[src/hdl/avs_pkg.sv]
// Shared types, codes and constants of the additive oscillator voice.
// No dependencies; the modules of the block refer to it by scoped names.
`default_nettype none

package avs_pkg;

    // Input transaction fields.
    typedef struct packed {
        logic [1:0] mode;
        logic [6:0] note;
    } t_in;

    // Result transaction fields.
    typedef struct packed {
        logic signed [15:0] sample;
        logic               voice_active;
    } t_out;

    // Configuration registers as seen by the datapath.
    typedef struct packed {
        logic [2:0]  waveform;
        logic [17:0] sample_rate;
        logic [23:0] attack_samples;
        logic [23:0] decay_samples;
        logic [15:0] sustain_level;
        logic [23:0] release_samples;
    } t_cfg;

    // Input modes.
    localparam logic [1:0] MODE_TICK     = 2'd0;
    localparam logic [1:0] MODE_NOTE_ON  = 2'd1;
    localparam logic [1:0] MODE_NOTE_OFF = 2'd2;
    localparam logic [1:0] MODE_UNUSED   = 2'd3;

    // Waveform codes.
    localparam logic [2:0] WAVE_SILENT = 3'd0;
    localparam logic [2:0] WAVE_SINE   = 3'd1;
    localparam logic [2:0] WAVE_SAW    = 3'd2;
    localparam logic [2:0] WAVE_SQUARE = 3'd3;
    localparam logic [2:0] WAVE_NOISE  = 3'd4;

    // Register indexes.
    localparam logic [2:0] REG_WAVEFORM = 3'd0;
    localparam logic [2:0] REG_RATE     = 3'd1;
    localparam logic [2:0] REG_ATTACK   = 3'd2;
    localparam logic [2:0] REG_DECAY    = 3'd3;
    localparam logic [2:0] REG_SUSTAIN  = 3'd4;
    localparam logic [2:0] REG_RELEASE  = 3'd5;

    // Register reset values.
    localparam logic [2:0]  RST_WAVEFORM = WAVE_SINE;
    localparam logic [17:0] RST_RATE     = 18'd44100;
    localparam logic [23:0] RST_ATTACK   = 24'd441;
    localparam logic [23:0] RST_DECAY    = 24'd4410;
    localparam logic [15:0] RST_SUSTAIN  = 16'd45875;
    localparam logic [23:0] RST_RELEASE  = 24'd4410;

    // Default sizes.
    localparam int MAX_PARTIALS_DEF    = 1024;
    localparam int SINE_TABLE_BITS_DEF = 10;

    // Serial divider sizes: dividend width and its bit-count width.
    localparam int DIV_W  = 50;
    localparam int DIV_LW = 6;

    // Noise generator.
    localparam logic [31:0] LFSR_SEED = 32'h0000_ACE1;
    localparam logic [31:0] LFSR_MASK = 32'h8020_0003;

    // Partial-sum scale factors, 2/pi and 4/pi in Q16.
    localparam logic signed [17:0] SAW_SCALE    = 18'sd41721;
    localparam logic signed [17:0] SQUARE_SCALE = 18'sd83443;

    // Top-octave frequencies in Q14.16 Hz.
    function automatic logic [29:0] top_octave(input logic [3:0] semi);
        logic [29:0] f;
        unique case (semi)
            4'd0:    f = 30'd548668578;
            4'd1:    f = 30'd581294109;
            4'd2:    f = 30'd615859655;
            4'd3:    f = 30'd652480576;
            4'd4:    f = 30'd691279090;
            4'd5:    f = 30'd732384684;
            4'd6:    f = 30'd775934544;
            4'd7:    f = 30'd822074013;
            4'd8:    f = 30'd870957076;
            4'd9:    f = 30'd922746880;
            4'd10:   f = 30'd977616272;
            4'd11:   f = 30'd1035748351;
            default: f = 30'd0;
        endcase
        return f;
    endfunction

    // Note frequency: octave by reciprocal multiply (n*43 >> 9 equals n/12 for n < 128).
    function automatic logic [29:0] note_freq(input logic [6:0] n);
        logic [12:0] m;
        logic [3:0]  oct;
        logic [3:0]  semi;
        m    = 13'(n) * 13'd43;
        oct  = m[12:9];
        semi = 4'(n - 7'(7'(oct) * 7'd12));
        return top_octave(semi) >> (4'd10 - oct);
    endfunction

endpackage

`default_nettype wire

[src/hdl/avs_front.sv]
// Front end: accepts input transactions, drops unused modes, queues commands.
// Depends on avs_pkg.
`default_nettype none

module avs_front (
    input  wire logic          i_clk,
    input  wire logic          i_rst_n,
    input  wire logic          i_valid,
    output logic               o_stall,
    input  wire avs_pkg::t_in  i_data,
    output logic               o_cmd_valid,
    output avs_pkg::t_in       o_cmd,
    input  wire logic          i_cmd_pop
);

    avs_pkg::t_in r_fifo [2];
    logic         r_wr_ptr;
    logic         r_rd_ptr;
    logic [1:0]   r_count;
    logic         push;

    // The queue is full at two entries.
    assign o_stall     = (r_count == 2'd2);
    assign o_cmd_valid = (r_count != 2'd0);
    assign o_cmd       = r_fifo[r_rd_ptr];
    assign push        = i_valid && !o_stall && (i_data.mode != avs_pkg::MODE_UNUSED);

    // Queue storage.
    always_ff @(posedge i_clk) begin
        if (push) begin
            r_fifo[r_wr_ptr] <= i_data;
        end
    end

    // Queue pointers and fill count.
    always_ff @(posedge i_clk) begin
        if (!i_rst_n) begin
            r_wr_ptr <= 1'b0;
            r_rd_ptr <= 1'b0;
            r_count  <= 2'd0;
        end else begin
            if (push) begin
                r_wr_ptr <= !r_wr_ptr;
            end
            if (i_cmd_pop) begin
                r_rd_ptr <= !r_rd_ptr;
            end
            unique case ({push, i_cmd_pop})
                2'b10:   r_count <= r_count + 2'd1;
                2'b01:   r_count <= r_count - 2'd1;
                default: r_count <= r_count;
            endcase
        end
    end

endmodule

`default_nettype wire

[config.mk]
export PLATFORM = sky130hd
export DESIGN_NAME = avs_front
export DESIGN_NICKNAME = d
export VERILOG_FILES = /design/src/hdl/avs_pkg.sv /design/src/hdl/avs_front.sv
export SDC_FILE = /design/constraint.sdc
export NUM_CORES = 1
export LEC_CHECK = 0
export ABC_AREA = 1
export BUFFER_PORTS_ARGS = -buffer_cell sky130_fd_sc_hd__buf_2
export CAP_MARGIN = 20
export CORE_MARGIN = 2
export CORE_UTILIZATION = 49
export DETAILED_ROUTE_END_ITERATION = 7
export PLACE_DENSITY = 0.75
export REMOVE_ABC_BUFFERS = 1
export SYNTH_ARGS = -nofsm -noshare
export SYNTH_HDL_FRONTEND = slang
export SYNTH_SLANG_ARGS = --single-unit
[constraint.sdc]
create_clock -name i_clk -period 1.89 [get_ports i_clk]
set_clock_uncertainty 0.2 [all_clocks]
set_input_delay 0.378 -clock i_clk [delete_from_list [all_inputs] [get_ports i_clk]]
set_output_delay 0.378 -clock i_clk [all_outputs]
set_load 0.01 [all_outputs]
# Word-level counts from Yosys, hierarchy flattened
# Memories as Yosys holds them, arrays and structs flattened. A register that Yosys moved wholly into a read port is not among the register bits.
# Cells that the tools add are included.
[totals] register_bits=4 mem_bits_rw=18 input_bits=13 output_inout_bits=11 mem_count=1
[classes] n_addsub=2 eq_ne=4 mux=5 n_reduce_logical=7
[memory_table] memory="r_fifo" words=2 width=9 read_ports=1 rd_ports_with_merged_regs=1 write_ports=1 line="avs_front.sv:16" rtl="avs_pkg::t_in r_fifo [2];"
[ops] cell="$eq 2x2->1 const B" n=2
[ops] cell="$mux 1" n=4
[ops] cell="$pmux 2 s2" n=1
[ops] cell="$reduce_bool 2->1" n=2
[ops] cell="$logic_not 1->1" n=3
[ops] cell="$add 2x1->2 const B" n=1
[ops] cell="$eq 2x1->1 const B" n=1
[ops] cell="$logic_and 1x1->1" n=2
[ops] cell="$ne 2x2->1 const B" n=1
[ops] cell="$sub 2x1->2 const B" n=1

# Logic depth before layout (Yosys ltp)
[logic_depth] word_depth=6 depth_mapped=10

# Worst setup path before layout
# Ideal clock, no wire load.
[synth_path] kind="input-to-reg" startpoint="in i_data[7] (netlist bit)" endpoint="mem r_fifo[0][0] (netlist bit) (enable)" setup_ps=374 t_arrival_ps=1048 required_time_ps=1316 setup_slack_ps=268 stages=5 path_cell_list="nand2_1 > nand2_1 > nor2_2 > inv_1 > nor2_1"
[synth_via] elab_chain_len=4
[synth_rtl] element="start: declaration" line="avs_front.sv:10" rtl="input wire avs_pkg::t_in i_data,"
[synth_rtl] element="$ne 2x2->1" line="avs_front.sv:26" rtl="assign push = i_valid && !o_stall && (i_data.mode != avs_pkg::MODE_UNUSED);"
[synth_rtl] element="$logic_and 1x1->1" line="avs_front.sv:26"
[synth_rtl] element="$mux 1" line="avs_front.sv:30" rtl="if (push) begin"
[synth_rtl] element="$mux 1 (implied by the code)" line="avs_front.sv:31" rtl="r_fifo[r_wr_ptr] <= i_data;"
[synth_rtl] element="end: declaration" line="avs_front.sv:16"
# No other way between the ends.

==> impl_metrics.csv <==
group,metric,value,unit
die,core-area,1730,sq um
drt,top_layer,"met4",
sta,fin_crit_sh,95.5,%
synth,syn-cell-area,902,sq um
die,io_pins,24,
drt,vias,555,
cts,cts_tree,"done",
place,io_buffers,23,
drt,drc,0,
worst_setup_path,cp.arrival,1.23,ns
drt,ant_nets,0,
synth,synth.avg_cell_area,13.5,sq um
drt,post_drt_wl_per_cell,11.3,um
sta,setup_viol,0,
place,gp_routability_congestion,0.746,
synth,synth_top_family_by_area,"simple AND/OR/NAND/NOR gates",
cts,clkLatencyLatePin,0.30,ns
min_path,holdPathStages,1,
place,post_dp_cell_area,1040,sq um
pwr,p_total,0.964,mW
cells_and_area,area_growth_syn_to_layout,19.1,%
worst_setup_path,r2r-start,"r_count[0]$_SDFFE_PN0P_",
sta,tns,0,ns
worst_setup_path,endpoint_kind,"primary output",
pwr,ir_drop,0.494,mV
cells_and_area,multi_input_area,228,sq um
cells_and_area,nets,109,
worst_setup_path,crit_path_max_incr_delay,0.43,ns
cts,cts.htree.levels,1,
cells_and_area,drive_above_1_share,41.5,%
pwr,intPower,0.733,mW
sta,fmax,554,MHz
pwr,p_clk_share,22.2,%
worst_setup_path,rrSetupSlack,0.27,ns
global_route,grt_pass1_vias,531,
global_route,antenna_found_initial,0,
global_route,grt_pass1_wl,2180,um
worst_setup_path,path_cells,"mux2_2 > buf_2",
drt,wl_met1,595,um
cells_and_area,post-route-cell-area,1070,sq um
die,dieHeight,46.9,um
pwr,powerDensity,897,nW/um^2
sta,finalMaxSlewViolations,0,
worst_setup_path,crit_slowest_cell,"dfxtp_4",
drt,wl,1350,um
cts,clock-sinks,23,
drt,route.met3.wl,64,um
sta,period_minus_slack,1.80,ns
worst_setup_path,start_kind,"register",
cts,clk_path_buf_depth,2,
place,dp_hpwl,1030,um
die,initial_core_util,52.2,%
worst_setup_path,worstPathMaxFanout,9,
worst_setup_path,path_class,"register to primary output",
sta,tightest_slew,0.354,ns
synth,synth_cells,67,
die,rows,15,
global_route,grt_max_degree,13,
sta,hold_viol_final,0,
cts,clk_pin_slew,0.11,ns
cts,holdBufCountCts,0,
pwr,p_seq_share,62.8,%
worst_setup_path,crit_buf_inv,1,
global_route,grt_overflow_total,0,
drt,via_per_inst,4.66,
cells_and_area,final_cells,119,
worst_setup_path,crit-reg2reg-capture,"r_count[1]$_SDFFE_PN0P_",
min_path,worstHoldEndpoint,"r_fifo[0][6]$_DFFE_PP_",
cts,cts-root-buf,"clkbuf_4",
pwr,p_leak,0.451,nW
cells_and_area,seqCellArea,644,sq um
die,fp.dieArea,2200,sq um
die,die_w,46.9,um
worst_setup_path,crit_family,"flip-flops",
cells_and_area,nFillCells,153,
pwr,swShare,23.9,%
synth,synthSimpleGateAreaFrac,11.5,%
synth,synth-compound-area-share,1.11,%
job,drv_cap,0,
synth,ys_seq_elements,23,
worst_setup_path,critPathRequiredTime,1.31,ns
drt,drt-pass1-iter-count,3,
pwr,p_sw,0.231,mW
min_path,min_from,"i_data[6]",
drt,drt_first_iter_violations,6,
sta,rsz0062_at_grt,"no",
global_route,track_usage,15.3,%
synth,ys_seq_area_share,71.0,%
synth,muxShareOfSynthArea,11.2,%
synth,synth_cell_type_count,12,
worst_setup_path,worstRegToRegCells,9,
min_path,holdCritPathClass,"input pin to register",
sta,relSlewSlack,76.4,%
synth,synthAdderAreaFrac,1.39,%
drt,met2WireLength,638,um
cts,cts_buffers,3,
synth,synth-xor-area-share,0,%
synth,yosys_warnings,0,
place,placed_cells,115,
status,status,"finished clean",
pwr,p_comb_share,14.9,%
cells_and_area,diodes,0,
-- how the worst max path moves through the flow --
| stage | startpoint | end | slack, ns | cells after the start |
|---|---|---|---|---|
| CTS | register | o_cmd[1] | 0.01 | 2 |
| global route | register | o_cmd[1] | 0.04 | 2 |
| global placement | register | o_cmd[7] | 0.23 | 2 |
| detailed placement | i_data[7] | r_count[1]$_SDFFE_PN0P_ | 0.17 | 11 |
| floorplan | i_data[7] | r_fifo[0][0]$_DFFE_PP_ | 0.27 | 5 |
| finish | register | o_cmd[1] | 0.09 | 2 |
-- flip-flops by register name, indices dropped and copies added (netlist names), named ones only --
signal    count
r_fifo       18
r_rd_ptr      1
r_wr_ptr      1
r_count       2
-- per-stage QoR --
| stage | hold slack (ns) | util, % | setup WS (ns) |
|---|---|---|---|
| after floorplan | 0.263 | - | 0.268 |
| after global placement | 0.276 | 60.5 | 0.230 |
| after detailed placement | 0.286 | 60.5 | 0.168 |
| after CTS | 0.0457 | 62.1 | 0.0101 |
| after global routing | 0.0345 | 62.2 | 0.0401 |
| final | 0.0573 | 62.2 | 0.0856 |
-- metal layers --
layer  up-vias  track usage (%)
li1        286                -
met1       247             17.4
met2        17             24.7
met3         5             3.85
met4         0             11.7
met5         -                0
-- power by group through the flow --
stage | logic [mW] | registers (mW) | clock network (mW)
floorplan | 0.0893 | 0.612 | 0
global placement | 0.141 | 0.616 | 0
detailed placement | 0.146 | 0.618 | 0
CTS | 0.147 | 0.607 | 0.224
global route | 0.163 | 0.612 | 0.240
finish | 0.144 | 0.606 | 0.214
-- synth_stat cells --
library cell | n | area, sq um
mux2_2 | 9 | 101
nor2_2 | 2 | 12.5
nand4_1 | 2 | 12.5
ha_1 | 1 | 12.5
buf_6 | 1 | 11.3
a21oi_1 | 1 | 5.00
edfxtp_1 | 18 | 541
dfxtp_1 | 5 | 100
o21ai_0 | 1 | 5.00
nand2_1 | 11 | 41.3
nor2_1 | 10 | 37.5
inv_1 | 6 | 22.5
-- kinds of logic (layout without fill, tap and decap cells) --
| kind of cell | Yosys count | count (layout) |
|---|---|---|
| flip-flops | 23 | 23 |
| adder cells (fa/ha/maj) | 1 | 1 |
| AO/OA/AOI/OAI | 2 | 2 |
| buffers and inverters | 7 | 34 |
| AND/OR/NAND/NOR | 25 | 25 |
| multiplexers | 9 | 9 |
-- cell usage in the layout, fill, tap and decap left out, drive strengths merged --
cell type	instances
clkbuf	4
o21ai	1
mux2	9
edfxtp	18
inv	6
nor2	12
a21oi	1
buf	24
nand4	2
ha	1
dfxtp	5
nand2	11
-- cell type report --
type,count,area share [%]
Tap cell,25,2.91
Sequential cell,23,60.0
Clock buffer,4,2.44
Inverter,6,2.10
Multi-Input combinational cell,37,21.2
Timing Repair Buffer,24,11.4
-- repair_timing --
action	in CTS	in global routing
resized for setup	1	1
hold endpoints to repair	0	0
buffers inserted	0	0
setup endpoints to repair	9	7
No activity file was read; power rests on OpenSTA's default activity.
